## src/ctc_pkg.sv

```systemverilog
// ----------------------------------------------------------------------------
// ctc_pkg
// types and codes shared by the countdown timer controller modules
// ----------------------------------------------------------------------------
package ctc_pkg;

   localparam int FUNC_W    = 3;
   localparam int DIGIT_W   = 4;
   localparam int MODE_W    = 2;
   localparam int SEC_W     = 13;
   localparam int BAR_W     = 10;
   localparam int LAMP_W    = 3;
   localparam int CFG_W     = 16;
   localparam int CSR_IDX_W = 2;

   localparam logic [FUNC_W-1:0] FUNC_TICK     = 3'd0;
   localparam logic [FUNC_W-1:0] FUNC_START    = 3'd1;
   localparam logic [FUNC_W-1:0] FUNC_PAUSE    = 3'd2;
   localparam logic [FUNC_W-1:0] FUNC_RESET    = 3'd3;
   localparam logic [FUNC_W-1:0] FUNC_DIGIT    = 3'd4;
   localparam logic [FUNC_W-1:0] FUNC_LOCK     = 3'd5;
   // spare codes, no effect
   localparam logic [FUNC_W-1:0] FUNC_SPARE_LO = 3'd6;
   localparam logic [FUNC_W-1:0] FUNC_SPARE_HI = 3'd7;

   localparam logic [CSR_IDX_W-1:0] CSR_TICKS_PER_SECOND = 2'd0;
   localparam logic [CSR_IDX_W-1:0] CSR_BLINK_TICKS      = 2'd1;
   localparam logic [CSR_IDX_W-1:0] CSR_ALERT_TICKS      = 2'd2;

   localparam logic [CFG_W-1:0] TICKS_PER_SECOND_RST = 16'd1000;
   localparam logic [CFG_W-1:0] BLINK_TICKS_RST      = 16'd500;
   localparam logic [CFG_W-1:0] ALERT_TICKS_RST      = 16'd5000;

   localparam logic [LAMP_W-1:0] LAMP_OFF    = 3'b000;
   localparam logic [LAMP_W-1:0] LAMP_GREEN  = 3'b001;
   localparam logic [LAMP_W-1:0] LAMP_YELLOW = 3'b010;
   localparam logic [LAMP_W-1:0] LAMP_RED    = 3'b100;

   localparam logic [1:0] STEP_GREEN = 2'd0;
   localparam logic [1:0] STEP_RED   = 2'd1;
   localparam logic [1:0] STEP_LAST  = 2'd2;

   typedef enum logic [MODE_W-1:0] {
      MODE_SETTING  = 2'd0,
      MODE_RUNNING  = 2'd1,
      MODE_PAUSED   = 2'd2,
      MODE_FINISHED = 2'd3
   } mode_type;

   typedef struct packed {
      logic apply;
      logic div_init;
      logic div_step;
      logic load;
   } cmd_type;

   typedef struct packed {
      logic div_done;
   } status_type;

endpackage

```

## src/ctc_ctrl.sv

```systemverilog
// ----------------------------------------------------------------------------
// ctc_ctrl
// sequencer: event apply, bar ratio steps and result register handoff
// ----------------------------------------------------------------------------
module ctc_ctrl (
   input  logic                clock,
   input  logic                reset,
   input  logic                req_valid,
   output logic                req_stall,
   output logic                rsp_valid,
   input  logic                rsp_stall,
   output ctc_pkg::cmd_type    cmd,
   input  ctc_pkg::status_type status
);
   import ctc_pkg::*;

   typedef enum logic [2:0] {
      ST_IDLE   = 3'b001,
      ST_INIT   = 3'b010,
      ST_DIVIDE = 3'b100
   } state_type;

   state_type state_ff, state_in;
   logic      rsp_valid_ff, rsp_valid_in;
   logic      out_free;

   assign out_free  = !rsp_valid_ff || !rsp_stall;
   assign req_stall = (state_ff != ST_IDLE);
   assign rsp_valid = rsp_valid_ff;

   always_comb begin
      state_in     = state_ff;
      cmd          = '0;
      case (state_ff)
         ST_IDLE: begin
            if (req_valid) begin
               cmd.apply = 1'b1;
               state_in  = ST_INIT;
            end
         end
         ST_INIT: begin
            cmd.div_init = 1'b1;
            state_in     = ST_DIVIDE;
         end
         ST_DIVIDE: begin
            if (!status.div_done) begin
               cmd.div_step = 1'b1;
            end else if (out_free) begin
               cmd.load = 1'b1;
               state_in = ST_IDLE;
            end
         end
         default: begin
            state_in = ST_IDLE;
         end
      endcase
      if (cmd.load) begin
         rsp_valid_in = 1'b1;
      end else begin
         rsp_valid_in = rsp_valid_ff && rsp_stall;
      end
   end

   always_ff @(posedge clock) begin
      if (reset) begin
         state_ff     <= ST_IDLE;
         rsp_valid_ff <= 1'b0;
      end else begin
         state_ff     <= state_in;
         rsp_valid_ff <= rsp_valid_in;
      end
   end

endmodule

```

## src/ctc_datapath.sv

```systemverilog
// ----------------------------------------------------------------------------
// ctc_datapath
// timer state, digit entry, finish phases, bar ratio unit and result register
// ----------------------------------------------------------------------------
module ctc_datapath #(
   parameter int BAR_SEGMENTS = 10
) (
   input  logic                             clock,
   input  logic                             reset,
   input  logic [ctc_pkg::FUNC_W-1:0]       req_func,
   input  logic [ctc_pkg::DIGIT_W-1:0]      req_digit,
   input  logic                             csr_write,
   input  logic [ctc_pkg::CSR_IDX_W-1:0]    csr_index,
   input  logic [ctc_pkg::CFG_W-1:0]        csr_data,
   input  ctc_pkg::cmd_type                 cmd,
   output ctc_pkg::status_type              status,
   output logic [ctc_pkg::MODE_W-1:0]       rsp_mode,
   output logic [ctc_pkg::SEC_W-1:0]        rsp_remaining_sec,
   output logic [ctc_pkg::SEC_W-1:0]        rsp_total_sec,
   output logic [ctc_pkg::BAR_W-1:0]        rsp_bar_segments,
   output logic [ctc_pkg::LAMP_W-1:0]       rsp_status_lamps,
   output logic                             rsp_buzzer_on,
   output logic                             rsp_done_text_on,
   output logic                             rsp_lock_on,
   output logic                             rsp_bad_digit,
   output logic                             rsp_lock_refused
);
   import ctc_pkg::*;

   localparam int CNT_W = $clog2(BAR_SEGMENTS + 1);
   localparam int NUM_W = SEC_W + CNT_W;

   logic [CFG_W-1:0] tps_ff, tps_in, blink_ticks_ff, blink_ticks_in;
   logic [CFG_W-1:0] alert_ff, alert_in;

   mode_type         mode_ff, mode_in;
   logic             lock_ff, lock_in;
   logic [15:0]      tick_ff, tick_in;
   logic [SEC_W-1:0] rem_ff, rem_in, total_ff, total_in;
   logic [6:0]       min_ent_ff, min_ent_in;
   logic [5:0]       sec_ent_ff, sec_ent_in;
   logic [1:0]       min_dig_ff, min_dig_in, sec_dig_ff, sec_dig_in;
   logic [15:0]      since_ff, since_in, phase_ff, phase_in;
   logic             blink_ff, blink_in, buzz_ff, buzz_in;
   logic [1:0]       lamp_step_ff, lamp_step_in;
   logic             bad_ff, bad_in, refused_ff, refused_in;

   logic [16:0]      tick_inc, phase_inc;
   logic [6:0]       me;
   logic [5:0]       se;
   logic [1:0]       md, sd;
   logic [SEC_W-1:0] entry_sec;

   logic [NUM_W-1:0] num_ff, acc_ff;
   logic [CNT_W-1:0] cnt_ff;
   logic [BAR_W-1:0] bar_all, bar_ratio, bar_next;
   logic [LAMP_W-1:0] lamps_next;
   logic             buzz_next;

   assign tick_inc  = 17'(tick_ff) + 17'd1;
   assign phase_inc = 17'(phase_ff) + 17'd1;

   // configuration registers
   always_comb begin
      tps_in         = tps_ff;
      blink_ticks_in = blink_ticks_ff;
      alert_in       = alert_ff;
      if (csr_write) begin
         case (csr_index)
            CSR_TICKS_PER_SECOND: tps_in         = csr_data;
            CSR_BLINK_TICKS:      blink_ticks_in = csr_data;
            CSR_ALERT_TICKS:      alert_in       = csr_data;
            default: begin
            end
         endcase
      end
   end

   // digit entry after optional restart of a full entry
   always_comb begin
      if (min_dig_ff == 2'd2 && sec_dig_ff == 2'd2) begin
         me = '0;
         se = '0;
         md = '0;
         sd = '0;
      end else begin
         me = min_ent_ff;
         se = sec_ent_ff;
         md = min_dig_ff;
         sd = sec_dig_ff;
      end
   end

   always_comb begin
      mode_in      = mode_ff;
      lock_in      = lock_ff;
      tick_in      = tick_ff;
      rem_in       = rem_ff;
      total_in     = total_ff;
      min_ent_in   = min_ent_ff;
      sec_ent_in   = sec_ent_ff;
      min_dig_in   = min_dig_ff;
      sec_dig_in   = sec_dig_ff;
      since_in     = since_ff;
      phase_in     = phase_ff;
      blink_in     = blink_ff;
      buzz_in      = buzz_ff;
      lamp_step_in = lamp_step_ff;
      bad_in       = bad_ff;
      refused_in   = refused_ff;
      entry_sec    = '0;
      if (cmd.apply) begin
         bad_in     = 1'b0;
         refused_in = 1'b0;
         case (req_func)
            FUNC_TICK: begin
               if (mode_ff == MODE_FINISHED) begin
                  if (since_ff != 16'hFFFF) begin
                     since_in = since_ff + 16'd1;
                  end
                  if (phase_inc >= 17'(blink_ticks_ff)) begin
                     phase_in     = '0;
                     blink_in     = !blink_ff;
                     buzz_in      = !buzz_ff;
                     lamp_step_in = (lamp_step_ff == STEP_LAST) ? STEP_GREEN
                                                                : lamp_step_ff + 2'd1;
                  end else begin
                     phase_in = phase_inc[15:0];
                  end
               end
               if (tick_inc >= 17'(tps_ff)) begin
                  tick_in = '0;
                  if (mode_ff == MODE_RUNNING && rem_ff != '0) begin
                     rem_in = rem_ff - 13'd1;
                     if (rem_ff == 13'd1) begin
                        mode_in      = MODE_FINISHED;
                        since_in     = '0;
                        phase_in     = '0;
                        blink_in     = 1'b0;
                        buzz_in      = 1'b0;
                        lamp_step_in = '0;
                     end
                  end
               end else begin
                  tick_in = tick_inc[15:0];
               end
            end
            FUNC_START: begin
               if (!lock_ff && rem_ff != '0) begin
                  mode_in = MODE_RUNNING;
               end
            end
            FUNC_PAUSE: begin
               if (!lock_ff) begin
                  if (mode_ff == MODE_RUNNING) begin
                     mode_in = MODE_PAUSED;
                  end else if (mode_ff == MODE_PAUSED) begin
                     mode_in = MODE_RUNNING;
                  end
               end
            end
            FUNC_RESET: begin
               if (!lock_ff) begin
                  rem_in       = '0;
                  total_in     = '0;
                  mode_in      = MODE_SETTING;
                  min_ent_in   = '0;
                  sec_ent_in   = '0;
                  min_dig_in   = '0;
                  sec_dig_in   = '0;
                  since_in     = '0;
                  phase_in     = '0;
                  blink_in     = 1'b0;
                  buzz_in      = 1'b0;
                  lamp_step_in = '0;
               end
            end
            FUNC_DIGIT: begin
               if (!lock_ff && req_digit <= 4'd9 &&
                   (mode_ff == MODE_SETTING || mode_ff == MODE_PAUSED)) begin
                  min_ent_in = me;
                  sec_ent_in = se;
                  min_dig_in = md;
                  sec_dig_in = sd;
                  if (md == 2'd0) begin
                     min_ent_in = 7'(7'(req_digit) * 7'd10);
                     min_dig_in = 2'd1;
                  end else if (md == 2'd1) begin
                     min_ent_in = me + 7'(req_digit);
                     min_dig_in = 2'd2;
                  end else if (sd == 2'd0) begin
                     if (req_digit > 4'd5) begin
                        bad_in = 1'b1;
                     end else begin
                        sec_ent_in = 6'(6'(req_digit) * 6'd10);
                        sec_dig_in = 2'd1;
                     end
                  end else if (sd == 2'd1) begin
                     sec_ent_in = se + 6'(req_digit);
                     sec_dig_in = 2'd2;
                  end
                  entry_sec = 13'(13'(min_ent_in) * 13'd60 + 13'(sec_ent_in));
                  rem_in    = entry_sec;
                  if (min_dig_in == 2'd2 && sec_dig_in == 2'd2) begin
                     total_in = entry_sec;
                  end
               end
            end
            FUNC_LOCK: begin
               if (mode_ff == MODE_SETTING || mode_ff == MODE_PAUSED) begin
                  lock_in = !lock_ff;
               end else begin
                  refused_in = 1'b1;
               end
            end
            default: begin
            end
         endcase
      end
   end

   always_ff @(posedge clock) begin
      if (reset) begin
         tps_ff         <= TICKS_PER_SECOND_RST;
         blink_ticks_ff <= BLINK_TICKS_RST;
         alert_ff       <= ALERT_TICKS_RST;
         mode_ff        <= MODE_SETTING;
         lock_ff        <= 1'b0;
         tick_ff        <= '0;
         rem_ff         <= '0;
         total_ff       <= '0;
         min_ent_ff     <= '0;
         sec_ent_ff     <= '0;
         min_dig_ff     <= '0;
         sec_dig_ff     <= '0;
         since_ff       <= '0;
         phase_ff       <= '0;
         blink_ff       <= 1'b0;
         buzz_ff        <= 1'b0;
         lamp_step_ff   <= '0;
         bad_ff         <= 1'b0;
         refused_ff     <= 1'b0;
      end else begin
         tps_ff         <= tps_in;
         blink_ticks_ff <= blink_ticks_in;
         alert_ff       <= alert_in;
         mode_ff        <= mode_in;
         lock_ff        <= lock_in;
         tick_ff        <= tick_in;
         rem_ff         <= rem_in;
         total_ff       <= total_in;
         min_ent_ff     <= min_ent_in;
         sec_ent_ff     <= sec_ent_in;
         min_dig_ff     <= min_dig_in;
         sec_dig_ff     <= sec_dig_in;
         since_ff       <= since_in;
         phase_ff       <= phase_in;
         blink_ff       <= blink_in;
         buzz_ff        <= buzz_in;
         lamp_step_ff   <= lamp_step_in;
         bad_ff         <= bad_in;
         refused_ff     <= refused_in;
      end
   end

   // bar ratio: count multiples of total that fit in remaining * segments
   assign status.div_done = (cnt_ff == CNT_W'(BAR_SEGMENTS)) || (num_ff < acc_ff);

   always_ff @(posedge clock) begin
      if (cmd.div_init) begin
         num_ff <= NUM_W'(NUM_W'(rem_ff) * NUM_W'(BAR_SEGMENTS));
         acc_ff <= NUM_W'(total_ff);
         cnt_ff <= '0;
      end else if (cmd.div_step) begin
         acc_ff <= acc_ff + NUM_W'(total_ff);
         cnt_ff <= cnt_ff + CNT_W'(1);
      end
   end

   for (genvar g = 0; g < BAR_W; g++) begin : g_bar
      if (g < BAR_SEGMENTS) begin : g_lit
         assign bar_all[g]   = 1'b1;
         assign bar_ratio[g] = (cnt_ff > CNT_W'(g));
      end else begin : g_dark
         assign bar_all[g]   = 1'b0;
         assign bar_ratio[g] = 1'b0;
      end
   end

   always_comb begin
      bar_next   = '0;
      lamps_next = LAMP_OFF;
      buzz_next  = 1'b0;
      case (mode_ff)
         MODE_RUNNING: begin
            lamps_next = LAMP_GREEN;
            bar_next   = (total_ff == '0) ? '0 : bar_ratio;
         end
         MODE_PAUSED: begin
            lamps_next = LAMP_YELLOW;
            bar_next   = (total_ff == '0) ? '0 : bar_ratio;
         end
         MODE_FINISHED: begin
            bar_next = blink_ff ? bar_all : '0;
            if (since_ff < alert_ff) begin
               case (lamp_step_ff)
                  STEP_GREEN: lamps_next = LAMP_GREEN;
                  STEP_RED:   lamps_next = LAMP_RED;
                  default:    lamps_next = LAMP_YELLOW;
               endcase
               buzz_next = buzz_ff;
            end else begin
               lamps_next = LAMP_YELLOW;
               buzz_next  = 1'b1;
            end
         end
         default: begin
            bar_next = (total_ff == '0) ? '0 : bar_ratio;
         end
      endcase
   end

   // result register
   always_ff @(posedge clock) begin
      if (cmd.load) begin
         rsp_mode          <= mode_ff;
         rsp_remaining_sec <= rem_ff;
         rsp_total_sec     <= total_ff;
         rsp_bar_segments  <= bar_next;
         rsp_status_lamps  <= lamps_next;
         rsp_buzzer_on     <= buzz_next;
         rsp_done_text_on  <= (mode_ff == MODE_FINISHED) && blink_ff;
         rsp_lock_on       <= lock_ff;
         rsp_bad_digit     <= bad_ff;
         rsp_lock_refused  <= refused_ff;
      end
   end

endmodule

```

## src/countdown_timer_controller.sv

```systemverilog
// ----------------------------------------------------------------------------
// countdown_timer_controller
// event driven countdown timer with digit entry, child lock, bar and alarms
// handoff: req_stall holds new requests until the previous result is loaded,
//   which waits for the bar ratio unit, testing one segment multiple per
//   cycle, and for a free result register
// reset: synchronous; setting mode, times cleared, configuration registers at defaults
// ----------------------------------------------------------------------------
module countdown_timer_controller #(
   parameter int BAR_SEGMENTS = 10
) (
   input  logic                          clock,
   input  logic                          reset,
   input  logic                          req_valid,
   output logic                          req_stall,
   input  logic [ctc_pkg::FUNC_W-1:0]    req_func,
   input  logic [ctc_pkg::DIGIT_W-1:0]   req_digit,
   output logic                          rsp_valid,
   input  logic                          rsp_stall,
   output logic [ctc_pkg::MODE_W-1:0]    rsp_mode,
   output logic [ctc_pkg::SEC_W-1:0]     rsp_remaining_sec,
   output logic [ctc_pkg::SEC_W-1:0]     rsp_total_sec,
   output logic [ctc_pkg::BAR_W-1:0]     rsp_bar_segments,
   output logic [ctc_pkg::LAMP_W-1:0]    rsp_status_lamps,
   output logic                          rsp_buzzer_on,
   output logic                          rsp_done_text_on,
   output logic                          rsp_lock_on,
   output logic                          rsp_bad_digit,
   output logic                          rsp_lock_refused,
   input  logic                          csr_write,
   input  logic [ctc_pkg::CSR_IDX_W-1:0] csr_index,
   input  logic [ctc_pkg::CFG_W-1:0]     csr_data
);
   import ctc_pkg::*;

   cmd_type    cmd;
   status_type status;

   ctc_ctrl u_ctrl (
      .clock     (clock),
      .reset     (reset),
      .req_valid (req_valid),
      .req_stall (req_stall),
      .rsp_valid (rsp_valid),
      .rsp_stall (rsp_stall),
      .cmd       (cmd),
      .status    (status)
   );

   ctc_datapath #(
      .BAR_SEGMENTS (BAR_SEGMENTS)
   ) u_datapath (
      .clock             (clock),
      .reset             (reset),
      .req_func          (req_func),
      .req_digit         (req_digit),
      .csr_write         (csr_write),
      .csr_index         (csr_index),
      .csr_data          (csr_data),
      .cmd               (cmd),
      .status            (status),
      .rsp_mode          (rsp_mode),
      .rsp_remaining_sec (rsp_remaining_sec),
      .rsp_total_sec     (rsp_total_sec),
      .rsp_bar_segments  (rsp_bar_segments),
      .rsp_status_lamps  (rsp_status_lamps),
      .rsp_buzzer_on     (rsp_buzzer_on),
      .rsp_done_text_on  (rsp_done_text_on),
      .rsp_lock_on       (rsp_lock_on),
      .rsp_bad_digit     (rsp_bad_digit),
      .rsp_lock_refused  (rsp_lock_refused)
   );

endmodule

```

## config.mk

```make
export PLATFORM = sky130hd
export DESIGN_NAME = countdown_timer_controller
export DESIGN_NICKNAME = d
export VERILOG_FILES = /design/src/ctc_pkg.sv /design/src/ctc_ctrl.sv /design/src/ctc_datapath.sv /design/src/countdown_timer_controller.sv
export SDC_FILE = /design/constraint.sdc
export NUM_CORES = 1
export LEC_CHECK = 0
export ABC_AREA = 1
export BUFFER_PORTS_ARGS = -buffer_cell sky130_fd_sc_hd__clkbuf_2
export CAP_MARGIN = 0
export CORE_MARGIN = 2
export CORE_UTILIZATION = 40
export CTS_BUF_LIST = sky130_fd_sc_hd__clkbuf_4 sky130_fd_sc_hd__clkbuf_8
export CTS_CLUSTER_DIAMETER = 150
export DETAILED_ROUTE_END_ITERATION = 6
export PLACE_DENSITY = 0.67
export SYNTH_ARGS = -nofsm -noshare
export SYNTH_HDL_FRONTEND = slang
export SYNTH_SLANG_ARGS = --single-unit
```

## constraint.sdc

```tcl
create_clock -name clock -period 6.1 [get_ports clock]
set_clock_uncertainty 0.2 [all_clocks]
set_input_delay 0.61 -clock clock [delete_from_list [all_inputs] [get_ports clock]]
set_output_delay 0.61 -clock clock [all_outputs]
set_load 0.05 [all_outputs]
```

* Yosys cells after proc, flatten, opt, wreduce, memory -nomap -nowiden
Index checks and enable logic that the tools add are counted. W data, S select, Z words.
Word-level totals: register bits 235, bits in latches 0, RAM bits 0, memory bits (read-only) 0, bits of input ports 30, word-level logic and storage cells 262, memories 0
Operators by class: $add $sub $neg 10, multipliers 4, divide/modulo/power cells 0, magnitude comparators 16, equality and inequality tests 37, shift operators 0, mux-type cells 120, bitwise logic cells 0, reduce and logical (&&, ||, !) cells 40
Operators by type and width (number):
- $mux W16 | 12
- $mux W13 | 8
- $mux W6 | 11
- $mux W2 | 32
- $pmux W16 S2 | 2
- $mux W7 | 8
- $pmux W13 S3 | 1
- $add A16 B1 Y17 const B | 2
- $ge A17 B16 Y1 | 2
- $mux W10 | 3
- $mux W1 | 27
- $pmux W13 S2 | 1
- $gt A4 B3 Y1 const B | 5
- $pmux W3 S3 | 2
- $add A17 B13 Y17 | 1
- $lt A17 B17 Y1 | 1
- $add A16 B1 Y16 const B | 1
- $eq A2 B2 Y1 const B | 8
- $lt A16 B16 Y1 | 1
- $mul A13 B3 Y16 const B | 1
- $ne A16 B16 Y1 const B | 1
- $ne A2 B1 Y1 const B | 8
- $pmux W7 S2 | 1
- $add A13 B6 Y13 | 1
- 42 further kinds | 87

* Logic depth before layout (Yosys ltp)
depth in word-level cells 16, gate-level depth with buffers 34, gate-level depth less buffers 34

* Cells and area by module
A second synthesis with hierarchy kept.
Second synthesis, totals: cell total of the unflattened synthesis 1980, area total of the unflattened synthesis 14883.0 µm²
Modules (own cells, without submodules):
- ctc_datapath | instances 1, cells each 1948, area an instance 14669.1 µm², seq. area each 5375.2 µm²
- ctc_ctrl | instances 1, cells each 32, area an instance 214.0 µm², seq. area each 80.1 µm²

* Least setup slack after synthesis
Ideal clock, no wire load.
kind reg2reg, from reg u_datapath.acc_ff[4], to reg u_datapath.rsp_bad_digit, enable pin, setup time 0.509 ns, data arrival time 4.444 ns, path slack 0.948 ns, cell stages (with the launch flop) 11, path buffers 0, clock period less this slack 5.152 ns, cells stage by stage edfxtp_1 > inv_1 > ha_1 > a21o_1 > o21ai_0 > nand2_1 > nand2_1 > nand3_1 > nand2_1 > inv_1 > nor3_1
RTL lines:
- start: declaration | line ctc_datapath.sv:54 | logic [NUM_W-1:0] num_ff, acc_ff;
- start signal: assignment | line ctc_datapath.sv:272 | acc_ff <= NUM_W'(total_ff);
- start signal: assignment | line ctc_datapath.sv:275 | acc_ff <= acc_ff + NUM_W'(total_ff);
- end signal: assignment | line ctc_datapath.sv:334 | rsp_bad_digit <= bad_ff;
- end: declaration | line ctc_datapath.sv:25 | output logic rsp_bad_digit,

* Worst setup path after layout
from reg u_datapath.sec_dig_ff[1], to reg u_datapath.rem_ff[10]
On the way: longest elaborated chain between the ends 14
RTL lines:
- start: declaration | line ctc_datapath.sv:42 | logic [1:0] min_dig_ff, min_dig_in, sec_dig_ff, sec_dig_in;
- start signal: assignment | line ctc_datapath.sv:255 | sec_dig_ff <= sec_dig_in;
- parallel branches: the longest is 11 deep, another holds $mul A7 B4 Y11
- $add A13 B6 Y13 (*) | line ctc_datapath.sv:202 | entry_sec = 13'(13'(min_ent_in) * 13'd60 + 13'(sec_ent_in));
- $mux W13 (*) | line ctc_datapath.sv:179 | if (!lock_ff && req_digit <= 4'd9 &&
- $pmux W13 S3 (*) | line ctc_datapath.sv:115 | case (req_func)
- end signal: assignment | line ctc_datapath.sv:250 | rem_ff <= rem_in;
- end: declaration | line ctc_datapath.sv:39 | logic [SEC_W-1:0] rem_ff, rem_in, total_ff, total_in;
Mark *: on every way between the ends. The select of a mux whose other input is x is not followed. A chain may end at the register's enable or synchronous reset.

==> summary.txt <==
Clocking
  • Total CTS buffers: 44
  • Cts repair resizes: 0
  • Worst-path clk slew: approximately 60 ps
  • CTS tree: built
  • Hold_buf cts: 0
  • Clock root buffer: clkbuf_8
  • Total setup buffers inserted after CTS: 0
  • Longest Clk Path Bufs: 3
  • Clock sinks: 235
  • H-tree Lvls: 2
  • Clock Latency Late Sink: around 580 ps

Global route
  • GR Overflow Total: 0
  • GRT Util Overall: 0.197
  • Global routing's busiest layer: met2
  • Largest net degree at the start of global routing: 74
  • Met1 usage in global routing: 0.257
  • Global-route wire length before repair: between 60000 and 70000 um
  • Vias in the first global route: about 13000
  • GR Layer Usage met3: 0.0311
  • GR Util met2: 0.337
  • Antenna violations before repair: 0

Setup path
  • Worst EP arrival: roughly 5600 ps
  • Critical path class: flip-flop to flip-flop
  • Critical Path Fanout Max: 5
  • Required time of the critical path: between 6000 and 7000 ps
  • CP startpoint kind: flip-flop
  • Critical path's slowest cell: fa_1
  • Setup crit end kind: flip-flop
  • CP max stage delay: 530 ps

Placement
  • Dpl cells: approximately 2600
  • DP HPWL: 28600 um
  • Dpl cell area: between 15000 and 20000 um2
  • Gpl congestion: 0.866
  • # port buffers: 77
  • Post-Place Setup Slack: 675 ps

Routing
  • Wire length per cell: roughly 14 um
  • Number of remaining DRC errors: 0
  • Detailed Route Iter0 Violations: 713
  • Antenna Nets Post-Route: 0
  • Drt via density: 5.11
  • First drt pass iteration count: 5
  • Vias: roughly 14000
  • Wirelength, routed: between 30000 and 40000 um

Synth
  • Most instantiated cells after synthesis: 441 x nand2_1, 270 x inv_1, 184 x a21oi_1
  • Dominant cell type by area after synthesis: dfxtp_1
  • Ys Warns: 0
  • Top cells by area, synth: dfxtp_1 21%, edfxtp_1 15%, ha_1 11%
  • Post-synth EDFFs: 75
  • Post-synthesis sequential element count: about 240
  • Share of the synthesized area in the top cell type: 0.210
  • Asr flop ratio synth: 0
  • Unique masters post-synth: 57
  • Seq/Total Area, Yosys: 0.357
  • Syn nets: approximately 2200
  • Primary FF master, synth: dfxtp_1
  • Cell Area, Synth: between 15000 and 20000 um2
  • Avg Inst Size Synth: about 7.5 um2
  • Count leader, synth: nand2_1
  • Cell count after synthesis: around 2000

Finish
  • Area of the multi-input gates: roughly 8500 um2
  • Share of cells above drive strength 1: 0.126
  • Ant. Diodes: 0
  • Post-route cell area: between 15000 and 20000 um2
  • Filler cells: about 3800
  • Fin util: 0.453
  • Register area: around 5500 um2
  • Layout area overhead: 11.6%
  • Finished Layout Cells: around 2600
  • Post-layout net count: about 2300

STA
  • Final-report hold violation count: 0
  • Achievable Freq: ~0.19 GHz
  • Setup_tns: 0 ps
  • Min Tclk post-route: 5350 ps
  • RSZ-0062 raised after global routing: no
  • Post-route setup slack: between 700 and 800 ps
  • Final setup vio count: 0
  • Slew margin rel.: 0.255
  • Final max-slew violation count: 0
  • Actual slew at the worst max-slew pin: between 1000 and 1500 ps
  • Final period util: 0.878

Floorplan
  • Die ar.: roughly 40000 um2
  • Die height: around 200 um
  • Top-Level Pins: 78
  • Initial Utilization: 0.406
  • Width of the die: roughly 200 um
  • Core area: 37700 um2
  • # rows: between 70 and 80

Run status
  • Status: finished, final reports clean

Power and ir drop
  • Leak: 7.76 nW
  • Peak supply drop: between 150 and 200 uV
  • PwrDens: 249 nW/um2

Flow run
  • MaxCap Viol Count: 0

Worst hold path
  • Min-Delay Path Class: primary input to flip-flop
## path summary, 6_finish.rpt
path | startpoint | endpoint | slack, ps | cells after the start
setup / recovery | u_datapath.sec_dig_ff[1] | u_datapath.rem_ff[10] | 750 | 31
hold / removal | csr_data[5] | u_datapath.tps_ff[5] | 100 | 3
setup reg to reg | u_datapath.sec_dig_ff[1] | u_datapath.rem_ff[10] | 750 | 31
hold reg to reg | u_datapath.bad_ff | u_datapath.rsp_bad_digit | 230 | 0
## worst max-delay path: cells and delay by family (launching register included)
kind	cells	cell delay [ps]
flops	1	340
compound gates	3	350
simple gates	13	1380
fa+ha+maj	6	2340
buf+inv	9	670
## cell usage in the layout, fill, tap and decap left out, drive strengths merged, types with 2 or more instances in the layout
master	n
buf	10
a31oi	6
o31ai	5
ha	138
fa	13
clkinv	10
a22oi	4
nand3	85
a21oi	208
o22ai	5
clkinvlp	2
xnor2	14
nand3b	2
dfxtp	160
o21bai	6
clkbuf	137
nor4	3
inv	294
a21o	5
a21boi	3
a211oi	2
bufinv	3
edfxtp	75
o21a	5
o21ai	129
and3	2
xor2	47
nor2	170
o211ai	27
nor3	26
nand4	51
a32oi	2
nand2	468
or2	13
## area by class of cell
type                            count  share of cell area
Clock buffer                       61              0.0452
Sequential cell                   235               0.320
Clock inverter                     16             0.00939
Timing Repair Buffer               86              0.0265
Multi-Input combinational cell   1445               0.497
Inverter                          293              0.0645
Tap cell                          511              0.0375
## state kept, by name, summed over array words and instances, names as in the netlist, 3 cells and up
name                          count
u_datapath.rem_ff                13
u_datapath.sec_ent_ff             6
u_datapath.blink_ticks_ff        16
u_datapath.rsp_status_lamps       3
u_datapath.rsp_remaining_sec     13
u_datapath.cnt_ff                 4
u_datapath.alert_ff              16
u_datapath.since_ff              16
u_datapath.min_ent_ff             7
u_datapath.total_ff              13
u_datapath.rsp_total_sec         13
u_datapath.tick_ff               16
u_datapath.acc_ff                17
u_datapath.tps_ff                16
u_datapath.num_ff                16
u_datapath.phase_ff              16
u_ctrl.state_ff                   3
u_datapath.rsp_bar_segments      10
## through the flow
step | hold slack [ps] | power (W)
final | 102 | 0.00424
after global placement | 214 | 0.00262
after floorplan | 209 | 0.00243
after global routing | 81.7 | 0.00450
after detailed placement | 218 | 0.00264
after CTS | 61.5 | 0.00429
## cell families (layout without fill, tap and decap cells)
logic type / count (synthesis) / in the layout / synth area share
simple gates: 820 / 820 / 0.233
compound gates: 413 / 413 / 0.156
buf+inv: 350 / 456 / 0.0892
flops: 235 / 235 / 0.357
fa+ha+maj: 151 / 151 / 0.130
xor+xnor: 61 / 61 / 0.0350
## per-layer routing
| metal | vias up | wire, um |
|---|---|---|
| li1 | 6885 | - |
| met3 | 61 | 1780 |
| met4 | 0 | 867 |
| met5 | - | 0 |
| met2 | 324 | 17800 |
| met1 | 6262 | 17600 |
## report_power, final
part,switching (W),internal (W)
logic,0.000579,0.000311
clock network,0.000684,0.000944
registers,0.0000469,0.00168
total,0.00131,0.00293
Note: power is estimated with default switching activity, not from simulation.
